`src/hw/rtl/tlsp_pkg.sv`:
```
package tlsp_pkg;

  // tick counter width and pattern limits, in 10 ms ticks
  localparam int unsigned CountWidth = 8;
  localparam logic [CountWidth-1:0] FLICK_TICKS = 8'd25;
  localparam logic [CountWidth-1:0] LONG_TICKS  = 8'd50;
  localparam logic [CountWidth-1:0] OFF_TICKS   = 8'd100;
  localparam logic [CountWidth-1:0] HALF_FAST   = 8'd25;
  localparam logic [CountWidth-1:0] HALF_MID    = 8'd50;
  localparam logic [CountWidth-1:0] HALF_SLOW   = 8'd100;
  localparam logic [CountWidth-1:0] WRAP_FAST   = 8'd50;
  localparam logic [CountWidth-1:0] WRAP_MID    = 8'd100;
  localparam logic [CountWidth-1:0] WRAP_SLOW   = 8'd200;
  localparam logic [CountWidth-1:0] PRESET_ANTI = 8'd25;

  // action codes
  localparam logic ACT_POLL   = 1'b0;
  localparam logic ACT_STATUS = 1'b1;

  // module status codes
  typedef enum logic [3:0] {
    ST_OFF        = 4'd0,
    ST_UNINIT     = 4'd1,
    ST_SETUP      = 4'd2,
    ST_NORMAL_A   = 4'd3,
    ST_NORMAL_B   = 4'd4,
    ST_NORMAL_C   = 4'd5,
    ST_NORMAL_D   = 4'd6,
    ST_NORMAL_E   = 4'd7,
    ST_RESET_WARN = 4'd8,
    ST_RECEIVED   = 4'd9,
    ST_ACTED      = 4'd10,
    ST_FAULT_A    = 4'd11,
    ST_FAULT_B    = 4'd12
  } status_t;

  // led pattern modes
  typedef enum logic [3:0] {
    MODE_ON        = 4'd0,
    MODE_OFF       = 4'd1,
    MODE_FLASH25   = 4'd2,
    MODE_FLASH50   = 4'd3,
    MODE_FLASH100  = 4'd4,
    MODE_FLICK_ON  = 4'd5,
    MODE_FLICK_OFF = 4'd6,
    MODE_LONG_ON   = 4'd7,
    MODE_LONG_OFF  = 4'd8,
    MODE_OFF100    = 4'd9
  } led_mode_t;

  // input beat
  typedef struct packed {
    logic       action;
    logic       tick;
    logic [3:0] status;
  } cmd_t;

  // result beat
  typedef struct packed {
    logic green_on;
    logic yellow_on;
  } led_t;

  // per-led update request from the status decoder
  typedef struct packed {
    logic                  load_mode;
    led_mode_t             mode;
    logic                  load_count;
    logic [CountWidth-1:0] count;
  } led_cmd_t;

endpackage

```
`src/hw/rtl/tlsp_status_decode.sv`:
```
module tlsp_status_decode
  import tlsp_pkg::*;
(
  input  logic [3:0] status,
  output led_cmd_t   green_cmd,
  output led_cmd_t   yellow_cmd
);

  // map a module status to a mode pair and optional counter presets
  always_comb begin
    green_cmd  = '{load_mode: 1'b0, mode: MODE_OFF, load_count: 1'b0, count: '0};
    yellow_cmd = '{load_mode: 1'b0, mode: MODE_OFF, load_count: 1'b0, count: '0};
    unique case (status)
      ST_OFF: begin
        green_cmd.load_mode  = 1'b1;
        yellow_cmd.load_mode = 1'b1;
      end
      ST_UNINIT: begin
        green_cmd.load_mode  = 1'b1;
        green_cmd.mode       = MODE_ON;
        yellow_cmd.load_mode = 1'b1;
      end
      ST_SETUP: begin
        green_cmd.load_mode  = 1'b1;
        yellow_cmd.load_mode = 1'b1;
        yellow_cmd.mode      = MODE_FLASH50;
      end
      ST_NORMAL_A, ST_NORMAL_B, ST_NORMAL_C, ST_NORMAL_D, ST_NORMAL_E: begin
        green_cmd.load_mode  = 1'b1;
        yellow_cmd.load_mode = 1'b1;
        yellow_cmd.mode      = MODE_ON;
      end
      ST_RESET_WARN: begin
        // green starts half a period ahead so the two alternate
        green_cmd.load_mode   = 1'b1;
        green_cmd.mode        = MODE_FLASH25;
        green_cmd.load_count  = 1'b1;
        green_cmd.count       = PRESET_ANTI;
        yellow_cmd.load_mode  = 1'b1;
        yellow_cmd.mode       = MODE_FLASH25;
        yellow_cmd.load_count = 1'b1;
      end
      ST_RECEIVED: begin
        green_cmd.load_mode  = 1'b1;
        green_cmd.mode       = MODE_FLICK_ON;
        yellow_cmd.load_mode = 1'b1;
        yellow_cmd.mode      = MODE_ON;
      end
      ST_ACTED: begin
        green_cmd.load_mode  = 1'b1;
        green_cmd.mode       = MODE_LONG_ON;
        yellow_cmd.load_mode = 1'b1;
        yellow_cmd.mode      = MODE_ON;
      end
      ST_FAULT_A, ST_FAULT_B: begin
        green_cmd.load_mode   = 1'b1;
        green_cmd.mode        = MODE_FLASH25;
        green_cmd.load_count  = 1'b1;
        yellow_cmd.load_mode  = 1'b1;
        yellow_cmd.mode       = MODE_FLASH25;
        yellow_cmd.load_count = 1'b1;
      end
      default: begin
        // unused status codes leave both leds alone
      end
    endcase
  end

endmodule

```
`src/hw/rtl/tlsp_led_channel.sv`:
```
module tlsp_led_channel
  import tlsp_pkg::*;
(
  input  logic     clk,
  input  logic     rst,
  input  logic     en,
  input  logic     action,
  input  logic     tick,
  input  led_cmd_t cmd,
  output logic     level
);

  led_mode_t             mode;
  led_mode_t             mode_next;
  logic [CountWidth-1:0] count;
  logic [CountWidth-1:0] count_next;
  logic [CountWidth-1:0] count_adv;
  logic                  level_next;

  // tick advances the counter before the mode is evaluated
  assign count_adv = tick ? count + 1'b1 : count;

  // pattern evaluation on poll, mode and preset load on status
  always_comb begin
    mode_next  = mode;
    count_next = count;
    level_next = level;
    if (action == ACT_STATUS) begin
      if (cmd.load_mode) begin
        mode_next = cmd.mode;
      end
      if (cmd.load_count) begin
        count_next = cmd.count;
      end
    end else begin
      count_next = count_adv;
      unique case (mode)
        MODE_ON: begin
          level_next = 1'b1;
          count_next = '0;
        end
        MODE_OFF: begin
          level_next = 1'b0;
          count_next = '0;
        end
        MODE_FLASH25: begin
          level_next = (count_adv >= HALF_FAST);
          if (count_adv >= WRAP_FAST) count_next = '0;
        end
        MODE_FLASH50: begin
          level_next = (count_adv >= HALF_MID);
          if (count_adv >= WRAP_MID) count_next = '0;
        end
        MODE_FLASH100: begin
          level_next = (count_adv >= HALF_SLOW);
          if (count_adv >= WRAP_SLOW) count_next = '0;
        end
        MODE_FLICK_ON: begin
          level_next = 1'b1;
          if (count_adv >= FLICK_TICKS) begin
            count_next = '0;
            mode_next  = MODE_OFF;
          end
        end
        MODE_FLICK_OFF: begin
          level_next = 1'b0;
          if (count_adv >= FLICK_TICKS) begin
            count_next = '0;
            mode_next  = MODE_ON;
          end
        end
        MODE_LONG_ON: begin
          level_next = 1'b1;
          if (count_adv >= LONG_TICKS) begin
            count_next = '0;
            mode_next  = MODE_OFF;
          end
        end
        MODE_LONG_OFF: begin
          level_next = 1'b0;
          if (count_adv >= LONG_TICKS) begin
            count_next = '0;
            mode_next  = MODE_ON;
          end
        end
        MODE_OFF100: begin
          level_next = 1'b0;
          if (count_adv >= OFF_TICKS) begin
            count_next = '0;
            mode_next  = MODE_ON;
          end
        end
        default: begin
          // unreachable codes hold everything except the counter advance
        end
      endcase
    end
  end

  // led state
  always_ff @(posedge clk) begin
    if (rst) begin
      mode  <= MODE_OFF;
      count <= '0;
      level <= 1'b0;
    end else if (en) begin
      mode  <= mode_next;
      count <= count_next;
      level <= level_next;
    end
  end

endmodule

```
`src/hw/rtl/two_led_status_pattern_driver.sv`:
```
// Status LED driver for a green and a yellow LED. Each cmd beat is either a
// poll (action 0, with tick set when 10 ms have passed) or a module status
// update (action 1); every cmd beat yields exactly one led beat carrying the
// drive levels after that beat took effect. A beat is registered on entry,
// evaluated from the input register and lands in the led level registers,
// which form the output register; a new beat is taken every cycle as long as
// the output register is drained, and the led state update is the loop that
// sets this rate.
module two_led_status_pattern_driver
  import tlsp_pkg::*;
(
  input  logic clk,
  input  logic rst,
  input  logic cmd_valid,
  output logic cmd_ready,
  input  cmd_t cmd,
  output logic led_valid,
  input  logic led_ready,
  output led_t led
);

  logic     hold_valid;
  cmd_t     hold;
  logic     advance;
  led_cmd_t green_cmd;
  led_cmd_t yellow_cmd;
  logic     green_level;
  logic     yellow_level;
  logic     green_level_now;
  logic     yellow_level_now;

  // evaluate the held beat when the output register can take its result
  assign advance   = hold_valid && (!led_valid || led_ready);
  assign cmd_ready = !hold_valid || advance;

  // input register
  always_ff @(posedge clk) begin
    if (rst) begin
      hold_valid <= 1'b0;
    end else if (cmd_ready) begin
      hold_valid <= cmd_valid;
    end
  end

  always_ff @(posedge clk) begin
    if (cmd_ready && cmd_valid) begin
      hold <= cmd;
    end
  end

  // status to mode mapping
  tlsp_status_decode u_decode (
    .status     (hold.status),
    .green_cmd  (green_cmd),
    .yellow_cmd (yellow_cmd)
  );

  // one pattern engine per led
  tlsp_led_channel u_green (
    .clk    (clk),
    .rst    (rst),
    .en     (advance),
    .action (hold.action),
    .tick   (hold.tick),
    .cmd    (green_cmd),
    .level  (green_level)
  );

  tlsp_led_channel u_yellow (
    .clk    (clk),
    .rst    (rst),
    .en     (advance),
    .action (hold.action),
    .tick   (hold.tick),
    .cmd    (yellow_cmd),
    .level  (yellow_level)
  );

  assign green_level_now  = green_level;
  assign yellow_level_now = yellow_level;

  // output register, valid tracks pending result beats
  always_ff @(posedge clk) begin
    if (rst) begin
      led_valid <= 1'b0;
    end else if (advance) begin
      led_valid <= 1'b1;
    end else if (led_ready) begin
      led_valid <= 1'b0;
    end
  end

  // the channel level registers hold the levels of the pending result beat
  always_comb begin
    led.green_on  = green_level_now;
    led.yellow_on = yellow_level_now;
  end

endmodule

```
`config.mk`:
```
export PLATFORM = sky130hd
export DESIGN_NAME = two_led_status_pattern_driver
export DESIGN_NICKNAME = d
export VERILOG_FILES = /design/src/hw/rtl/tlsp_pkg.sv /design/src/hw/rtl/tlsp_status_decode.sv /design/src/hw/rtl/tlsp_led_channel.sv /design/src/hw/rtl/two_led_status_pattern_driver.sv
export SDC_FILE = /design/constraint.sdc
export NUM_CORES = 1
export LEC_CHECK = 0
export BUFFER_PORTS_ARGS = -buffer_cell sky130_fd_sc_hd__buf_2
export CORE_UTILIZATION = 48
export CTS_CLUSTER_SIZE = 12
export DETAILED_ROUTE_END_ITERATION = 6
export GPL_TIMING_DRIVEN = 0
export PLACE_DENSITY = 0.78
export SYNTH_ARGS = -nofsm -noshare
export SYNTH_HDL_FRONTEND = slang
export SYNTH_SLANG_ARGS = --single-unit
```
`constraint.sdc`:
```
create_clock -name clk -period 2.33 [get_ports clk]
set_input_delay 0.3495 -clock clk [delete_from_list [all_inputs] [get_ports clk]]
set_output_delay 0.3495 -clock clk [all_outputs]
set_load 0.1 [all_outputs]
```
==> results.py, run 1 <==
metrics = {
    "timing": {
        "tns_ns": -0.6570,
        "drv_slew": 0,
        "worst_slack_ns": -0.1389,
        "tightest_slew_ns": 0.7855,
        "finalCritPeriodShare_pct": 106.0,
        "hold_viol": 0,
        "setup_violations": 12,
        "grt_setup_unrepaired": "yes",
        "fmax_ghz": 0.4050,
        "period_minus_slack_ns": 2.469,
        "slew_headroom_pct": 47.44,
        "clock_skew_ns": 0.005606,
    },
    "global_routing": {
        "grt_first_pass_wirelength_um": 9798,
        "grt_pass1_vias": 2222,
        "grt.total_usage_pct": 24.67,
        "grt_max_degree": 13,
        "antenna_found_initial": 0,
        "grt_overflow": 0,
    },
    "setup_path": {
        "critical_path.startpoint": "hold[4]$_DFFE_PP_",
        "worstSetupEndpointType": "flop",
        "crit_end": "u_green.count[2]$_SDFFE_PP0P_",
        "arrival_ns": 2.70,
        "required_ns": 2.56,
        "ff2ff_path_depth": 8,
        "r2r-start": "hold[4]$_DFFE_PP_",
        "worst_setup_path_start_kind": "flop",
        "r2r_slack_ns": -0.14,
        "crit_type": "reg -> reg",
        "r2r-end": "u_green.count[2]$_SDFFE_PP0P_",
        "cp_max_fo": 7,
    },
    "route": {
        "drtPass1Iterations": 5,
        "routedWlPerCell_um": 16.98,
        "drt-initial-drc-count": 180,
        "wirelength_um": 6657,
        "vias_per_cell": 6.403,
        "dr_total_vias": 2510,
        "drc_errors": 0,
        "ant_nets": 0,
    },
    "yosys": {
        "ys.flop_type": "dfxtp_1",
        "syn-mean-instance-area_sq_um": 7.602,
        "synth.most_common_cell": "nand2_1",
        "synth_edf_count": 6,
        "synth-seq-cells": 31,
        "synth-seq-area-share_pct": 29.65,
        "synth_common_cells": "36 x nand2_1, 25 x dfxtp_1, 24 x nor2_1",
        "yosys_warnings": 0,
        "yosysTopAreaCell": "dfxtp_1",
        "synthTopCellsByArea": "dfxtp_1 22%, edfxtp_1 7.8%, nand2_1 5.9%, nor2_1 3.9%, a21oi_1 3.5%",
        "synthCells": 302,
        "netlist_area_sq_um": 2296,
        "netlist.area_leader.share_pct": 21.80,
        "synth.distinct_cells": 61,
        "synth_nets": 315,
        "async_reset_ff_share_pct": 0,
    },
    "floorplan": {
        "row_count": 24,
        "pin_count": 14,
        "chipHeight_um": 71.16,
        "core-area_sq_um": 4474,
        "die_w_um": 71.16,
        "die-area_sq_um": 5064,
        "start_util_pct": 51.31,
    },
    "min_path": {
        "min_path_type": "in -> reg",
    },
    "pwr": {
        "p_leak_nw": 1.088,
        "irDropWorstVdd_mv": 0.3338,
        "power.density_nw_per_um2": 423.9,
        "total_power_mw": 1.247,
    },
    "cells_and_area": {
        "drive_gt1_share_pct": 30.29,
        "syn2layout_area_growth_pct": 28.17,
        "diodes": 0,
        "layout.cells.non_filler": 392,
        "multiInputGateArea_sq_um": 1689,
        "final_area_sq_um": 2943,
        "final_core_util_pct": 65.77,
        "nNetsFinal": 352,
        "regArea_sq_um": 694.4,
        "n_fill_cell": 375,
    },
    "placement": {
        "hpwl_um": 3972,
        "gp_congestion": 0.9429,
        "detailed_place.area_sq_um": 2424,
        "place_inst": 366,
        "io_buffers": 12,
    },
    "clock_tree": {
        "cts_buffers": 5,
        "cts_tree": "yes",
        "cts_sinks": 31,
        "clk_pin_slew_ns": 0.08,
        "clk_latency_ns": 0.31,
        "cts.root.buffer_cell": "clkbuf_8",
        "htreeDepth": 2,
        "clockBufferDepth": 2,
        "hold_buffers": 0,
    },
    "run_status": {
        "violations": "setup timing",
        "status": "finished with violations",
    },
    "flow_run": {
        "drv_cap": 0,
    },
}
## metal layers
| layer | vias to the layer above | part of all wire, % | track usage (%) |
|---|---|---|---|
| met4 | 0 | 2.3 | 10.00 |
| li1 | 1203 | - | - |
| met5 | - | 0 | 0 |
| met2 | 96 | 50 | 42.75 |
| met1 | 1193 | 43 | 30.05 |
| met3 | 18 | 4.4 | 4.558 |
## power by group
part           switching [mW]  internal [mW]
logic                   0.110         0.0812
registers              0.0259          0.565
clock network           0.252          0.213
## cells in the final DEF, fill, tap and decap left out, types with 6 or more instances in the layout
cell type	instances
inv_1	9
nor3_1	8
buf_6	10
buf_2	12
nand3_1	14
buf_4	19
nand2_1	33
and2_1	8
o21ai_0	10
dfxtp_1	18
nand2b_1	8
edfxtp_1	6
clkbuf_1	6
a21oi_1	11
nor2_1	24
## kinds of logic (layout without fill, tap and decap cells)
kind of cell / after synthesis / after routing / share of synthesized area [%]
xor gates and xnor gates: 6 / 6 / 2.289
and+or+nand+nor: 135 / 135 / 29.48
adders and majority gates: 3 / 3 / 1.635
muxes: 4 / 4 / 1.853
AOI/OAI and AO/OA: 93 / 93 / 29.05
buffers and inverters: 30 / 68 / 6.048
DFF: 31 / 31 / 29.65
## registers in the layout (all words and copies together), names as in the netlist
name / count
led_valid: 1
u_green.mode: 3
hold: 6
u_green.level: 1
u_yellow.level: 1
u_yellow.mode: 2
hold_valid: 1
u_yellow.count: 8
u_green.count: 8
## through the flow
| step | setup slack, ns | hold WS [ns] |
|---|---|---|
| 4_1_cts | -0.1388 | 0.2134 |
| 6_report | -0.1389 | 0.2157 |
| 3_5_place_dp | -0.3624 | 0.4467 |
| 3_3_place_gp | -0.2787 | 0.4411 |
| 2_1_floorplan | 0.004041 | 0.4323 |
| 5_1_grt | -0.2050 | 0.2157 |
## repair_timing
action / 4_1_cts / 5_1_grt
cloned: 0 / 2
hold endpoints to repair: 0 / 0
setup endpoints to repair: 19 / 18
pin swaps: 13 / 30
buffers inserted: 7 / 12
gates resized for setup: 39 / 43
## final cells by class
class	instances	share of cell area (%)
Sequential cell	31	23.60
Clock inverter	3	0.8503
Timing Repair Buffer	33	8.036
Clock buffer	5	2.338
Multi-Input combinational cell	241	57.40
Buffer	18	4.422
Tap cell	52	2.211
Inverter	9	1.148
## critical path, cell delays in order (launching register included)
cell       delay, ns
edfxtp_1        0.47
buf_6           0.17
a211o_1         0.25
o41a_1          0.13
or4b_4          0.53
a311oi_4        0.28
or2_4           0.25
o2111ai_2       0.12
a22oi_1         0.20
## worst min path at each step
| stage | cells past startpoint | to | slack (ns) | from |
|---|---|---|---|---|
| 2_1_floorplan | 2 | u_green.level$_SDFFE_PP0P_ | 0.43 | u_green.level$_SDFFE_PP0P_ |
| 3_3_place_gp | 2 | u_green.level$_SDFFE_PP0P_ | 0.44 | u_green.level$_SDFFE_PP0P_ |
| 3_5_place_dp | 2 | u_green.level$_SDFFE_PP0P_ | 0.45 | u_green.level$_SDFFE_PP0P_ |
| 4_1_cts | 1 | hold[5]$_DFFE_PP_ | 0.21 | cmd[5] |
| 5_1_grt | 1 | hold[5]$_DFFE_PP_ | 0.22 | cmd[5] |
| 6_report | 1 | hold[5]$_DFFE_PP_ | 0.22 | cmd[5] |
No activity file was read; power rests on OpenSTA's default activity.
==> inputs of run 2 (changes only) <==
CAP_MARGIN = 20   (was default)
CORE_ASPECT_RATIO = 1.2   (was default)
==> run 2 against run 1 <==
Compared with the run above:
- the flow still finishes with violations (setup timing)
- sequential cell count unchanged
- register-to-register slack improved by 0.08 ns
- global-route usage rose by 0.68 points
- power rose by 3.3%
- highest routed layer unchanged
==> results.py, run 2 (synthesized netlist as in run 1, its figures left out) <==
metrics = {
    "run_status": {
        "status": "finished with violations",
        "violations": "setup timing",
    },
    "clock_tree": {
        "clk_pin_slew_ns": 0.07,
        "cts_sinks": 31,
        "cts_tree": "yes",
        "cts_buffers": 5,
        "clockBufferDepth": 2,
        "htreeDepth": 2,
        "clk_latency_ns": 0.29,
        "cts.root.buffer_cell": "clkbuf_8",
        "hold_buffers": 0,
    },
    "timing": {
        "finalCritPeriodShare_pct": 102.7,
        "drv_slew": 0,
        "grt_setup_unrepaired": "yes",
        "hold_viol": 0,
        "fmax_ghz": 0.4178,
        "setup_violations": 4,
        "tightest_slew_ns": 0.6932,
        "period_minus_slack_ns": 2.394,
        "clock_skew_ns": 0.006701,
        "slew_headroom_pct": 53.62,
        "worst_slack_ns": -0.06368,
    },
    "cells_and_area": {
        "diodes": 0,
        "syn2layout_area_growth_pct": 23.16,
        "final_core_util_pct": 61.55,
        "final_common_cell": "nand2_1",
        "mostFrequentLayoutCells": "34 x nand2_1, 24 x nor2_1, 18 x dfxtp_1",
        "top_regs": "u_green.count (8), u_yellow.count (8), hold (6)",
        "nNetsFinal": 342,
        "drive_gt1_share_pct": 25.45,
    },
    "pwr": {
        "power.density_nw_per_um2": 455.7,
        "p_leak_nw": 1.047,
        "irDropWorstVdd_mv": 0.3914,
        "total_power_mw": 1.289,
        "swShare_pct": 26.28,
        "switchingPower_mw": 0.3387,
        "pwr-share-clk_pct": 40.9,
        "seqPwrFrac_pct": 45.8,
        "share_comb_of_total_power_pct": 13.3,
        "internal-power_mw": 0.9499,
    },
    "global_routing": {
        "grt.total_usage_pct": 25.35,
        "grt_overflow": 0,
        "grt_first_pass_wirelength_um": 10150,
        "grt_max_degree": 11,
        "grt_pass1_vias": 2202,
        "antenna_found_initial": 0,
    },
    "floorplan": {
        "die-area_sq_um": 5065,
        "start_util_pct": 49.97,
        "die_w_um": 65.14,
        "core-area_sq_um": 4594,
        "chipHeight_um": 77.76,
        "pin_count": 14,
        "row_count": 27,
    },
    "route": {
        "ant_nets": 0,
        "drtPass1Iterations": 4,
        "routedWlPerCell_um": 15.77,
        "dr_total_vias": 2388,
        "drc_errors": 0,
        "vias_per_cell": 6.155,
        "wirelength_um": 6117,
        "drt-initial-drc-count": 161,
    },
    "setup_path": {
        "required_ns": 2.57,
        "ff2ff_path_depth": 9,
        "crit_family": "compound AO/OA/AOI/OAI gates",
        "cp_max_fo": 4,
        "worstSetupEndpointType": "flop",
        "r2r_slack_ns": -0.06,
        "arrival_ns": 2.63,
        "crit_chain": "ha_4, nand2_2, o41a_1, or4b_4, a311oi_4, buf_4, o31ai_1, a21oi_1, a21o_1",
        "path_buf_inv": 1,
        "cp.depth": 9,
        "worst_setup_path_start_kind": "flop",
        "critPathSlowestCell": "or4b_4",
        "crit_type": "reg -> reg",
        "critPathMaxStageDelay_ns": 0.52,
    },
    "min_path": {
        "hold_depth": 1,
        "min_path_type": "in -> reg",
    },
    "placement": {
        "io_buffers": 12,
        "hpwl_um": 3866,
        "gp_congestion": 0.8774,
    },
    "flow_run": {
        "drv_cap": 0,
    },
}
-- run 2: cell types whose count changed in the layout (fill, tap and decap cells not counted), sizes merged --
cell	before	now
buf	43	33
bufinv	0	1
clkinvlp	1	0
-- run 2: power by group through the flow --
stage	sequential (mW)	clock, mW	combinational (mW)
after global routing	0.593	0.558	0.187
after CTS	0.587	0.536	0.163
after floorplan	0.597	0	0.111
after global placement	0.594	0	0.149
after detailed placement	0.595	0	0.151
final	0.590	0.527	0.171
-- run 2: routing by layer --
metal | track usage (%) | wire [um]
met1 | 31.89 | 2534
met2 | 42.40 | 3213
met3 | 3.971 | 209
met4 | 10.43 | 159
met5 | 0 | 0
-- run 2: final timing paths --
check | endpoint | start
worst max-delay path | u_green.count[5]$_SDFFE_PP0P_ | u_green.count[1]$_SDFFE_PP0P_
worst min-delay path | hold[2]$_DFFE_PP_ | cmd[2]
worst max register to register | u_green.count[5]$_SDFFE_PP0P_ | u_green.count[1]$_SDFFE_PP0P_
worst min register to register | u_green.level$_SDFFE_PP0P_ | u_green.level$_SDFFE_PP0P_
-- run 2: per-stage QoR --
stage,instances,worst slack (ns),hold slack [ns],TNS [ns],area (sq um)
2_1_floorplan,302,0.004041,0.4323,0,2298
3_3_place_gp,372,-0.2601,0.4407,-2.570,2431
3_5_place_dp,372,-0.2914,0.4467,-2.759,2431
4_1_cts,387,-0.1349,0.2294,-0.6368,2728
5_1_grt,388,-0.1770,0.2240,-1.158,2828
6_report,388,-0.06368,0.2385,-0.1893,2828
-- run 2: what timing repair did --
| item | 4_1_cts | 5_1_grt |
|---|---|---|
| setup buffers | 10 | 4 |
| gates resized for setup | 33 | 28 |
| setup endpoints to repair | 17 | 18 |
| pin swaps | 12 | 16 |
-- run 2: layout make-up --
class | count | area [sq um]
clock buffer | 5 | 68.82
fill | 448 | 1767
buffer | 16 | 111.4
multi-input combinational | 241 | 1647
sequential | 31 | 694.4
tap | 58 | 72.57
clock inverter | 3 | 38.79
inverter | 9 | 33.78
timing repair buffer | 25 | 161.4
==> inputs of run 3 (changes only) <==
ABC_AREA = 0   (was default)
CORE_UTILIZATION = 55   (was 48)
PLACE_DENSITY = 0.86   (was 0.78)
==> run 3 against run 2 <==
Compared with the run above:
- the flow still finishes with violations (setup timing)
- sequential cell count unchanged
- final area is 1.2% lower
- clock skew about the same
- sequential power about the same
- cell count is 1.8% lower
- die area down 12%
- setup slack worse by 0.030 ns
- via count increased by 0.84%
- critical path type unchanged
==> results.py, run 3 (synthesized netlist as in run 1, its figures left out) <==
metrics = {
    "floorplan": {
        "die-area_sq_um": 4438,
        "start_util_pct": 57.80,
        "chipHeight_um": 72.78,
        "row_count": 25,
        "pin_count": 14,
        "die_w_um": 60.98,
        "core-area_sq_um": 3973,
    },
    "cells_and_area": {
        "syn2layout_area_growth_pct": 21.63,
        "drive_gt1_share_pct": 24.77,
        "top_regs": "u_green.count (8), u_yellow.count (8), hold (6)",
        "final_area_sq_um": 2793,
        "n_fill_cell": 332,
        "regArea_sq_um": 696.9,
        "mostFrequentLayoutCells": "35 x nand2_1, 24 x nor2_1, 18 x dfxtp_1",
        "multiInputGateArea_sq_um": 1643,
        "final_common_cell": "nand2_1",
        "nNetsFinal": 339,
        "layout.cells.non_filler": 381,
        "diodes": 0,
    },
    "setup_path": {
        "crit_type": "reg -> reg",
        "r2r-end": "u_green.count[2]$_SDFFE_PP0P_",
        "critical_path.startpoint": "u_green.count[1]$_SDFFE_PP0P_",
        "worstSetupEndpointType": "flop",
        "r2r-start": "u_green.count[1]$_SDFFE_PP0P_",
        "required_ns": 2.54,
        "crit_end": "u_green.count[2]$_SDFFE_PP0P_",
        "ff2ff_path_depth": 8,
        "r2r_slack_ns": -0.09,
        "arrival_ns": 2.64,
        "worst_setup_path_start_kind": "flop",
        "cp_max_fo": 7,
    },
    "timing": {
        "clock_skew_ns": 0.006516,
        "hold_viol": 0,
        "worst_slack_ns": -0.09403,
        "drv_slew": 0,
        "tightest_slew_ns": 0.6780,
        "fmax_ghz": 0.4125,
        "finalCritPeriodShare_pct": 104.0,
        "setup_violations": 7,
        "slew_headroom_pct": 54.59,
        "grt_setup_unrepaired": "yes",
        "period_minus_slack_ns": 2.424,
    },
    "clock_tree": {
        "cts_buffers": 5,
        "cts_tree": "yes",
        "cts.root.buffer_cell": "clkbuf_8",
        "htreeDepth": 2,
        "clk_pin_slew_ns": 0.07,
        "cts_sinks": 31,
        "clockBufferDepth": 2,
        "clk_latency_ns": 0.29,
    },
    "flow_run": {
        "drv_cap": 0,
    },
    "global_routing": {
        "antenna_found_initial": 0,
        "grt_overflow": 0,
        "grt.total_usage_pct": 28.44,
        "grt_max_degree": 11,
        "grt_first_pass_wirelength_um": 9570,
        "grt_pass1_vias": 2175,
    },
    "run_status": {
        "violations": "setup timing",
        "status": "finished with violations",
    },
    "route": {
        "drtPass1Iterations": 5,
        "dr_total_vias": 2408,
        "vias_per_cell": 6.320,
        "drt-initial-drc-count": 203,
        "routedWlPerCell_um": 16.14,
        "wirelength_um": 6148,
        "drc_errors": 0,
        "ant_nets": 0,
    },
    "pwr": {
        "power.density_nw_per_um2": 459.5,
        "irDropWorstVdd_mv": 0.4035,
        "p_leak_nw": 1.003,
    },
    "placement": {
        "place_inst": 368,
        "io_buffers": 12,
        "detailed_place.area_sq_um": 2426,
        "gp_congestion": 0.8753,
        "hpwl_um": 4031,
    },
    "min_path": {
        "min_path_type": "in -> reg",
    },
}
-- run 3: final cells by class --
type / count / area share, %
multi-input cells: 241 / 58.83
flip-flops and latches: 31 / 24.96
repair buffers: 21 / 4.570
plain buffers: 17 / 4.167
clock buffers: 5 / 2.464
well taps: 54 / 2.419
clock inverters: 3 / 1.389
inverters: 9 / 1.210
-- run 3: worst max-delay path, stage by stage (launching register included) --
cell,delay (ns)
dfxtp_4,0.39
buf_6,0.11
a21boi_1,0.06
o41a_1,0.44
or4b_4,0.52
a311oi_4,0.26
or2_4,0.23
o2111ai_2,0.12
a22oi_1,0.21
-- run 3: routing by layer --
| metal | vias to the layer above | global-route usage (%) | routed length, um |
|---|---|---|---|
| li1 | 1171 | - | - |
| met1 | 1147 | 33.92 | 2503 |
| met2 | 74 | 49.08 | 3243 |
| met3 | 16 | 5.142 | 254 |
| met4 | 0 | 11.87 | 146 |
| met5 | - | 0 | 0 |
-- run 3: worst min-delay path by stage --
stage                     cells after the start  slack (ns)                          to                       start
final                                         1        0.24           hold[5]$_DFFE_PP_                      cmd[5]
after global routing                          1        0.23           hold[1]$_DFFE_PP_                      cmd[1]
after CTS                                     1        0.23           hold[5]$_DFFE_PP_                      cmd[5]
after detailed placement                      2        0.45  u_green.level$_SDFFE_PP0P_  u_green.level$_SDFFE_PP0P_
after global placement                        2        0.44  u_green.level$_SDFFE_PP0P_  u_green.level$_SDFFE_PP0P_
after floorplan                               2        0.43  u_green.level$_SDFFE_PP0P_  u_green.level$_SDFFE_PP0P_
-- run 3: timing repair --
action / in CTS / in global routing
hold buffers: 0 / 0
gates cloned: 0 / 0
setup endpoints to repair: 17 / 18
pin swaps: 10 / 12
gates resized for setup: 29 / 31
setup buffers: 5 / 4
-- run 3: stage by stage --
stage	total power [mW]	worst slack (ns)	TNS, ns	util (%)	hold WS (ns)
CTS	1.270	-0.1300	-0.6394	66.36	0.2309
global placement	0.7412	-0.2336	-2.187	61.07	0.4409
finish	1.283	-0.09403	-0.2548	70.30	0.2354
global route	1.330	-0.2176	-1.179	70.30	0.2288
floorplan	0.7080	0.004041	0	-	0.4323
detailed placement	0.7468	-0.2901	-2.852	61.07	0.4526
-- run 3: report_power, final --
group	switching, mW	internal (mW)
Clock	0.213	0.313
Combinational	0.0976	0.0679
Sequential	0.0267	0.565
Total	0.338	0.946
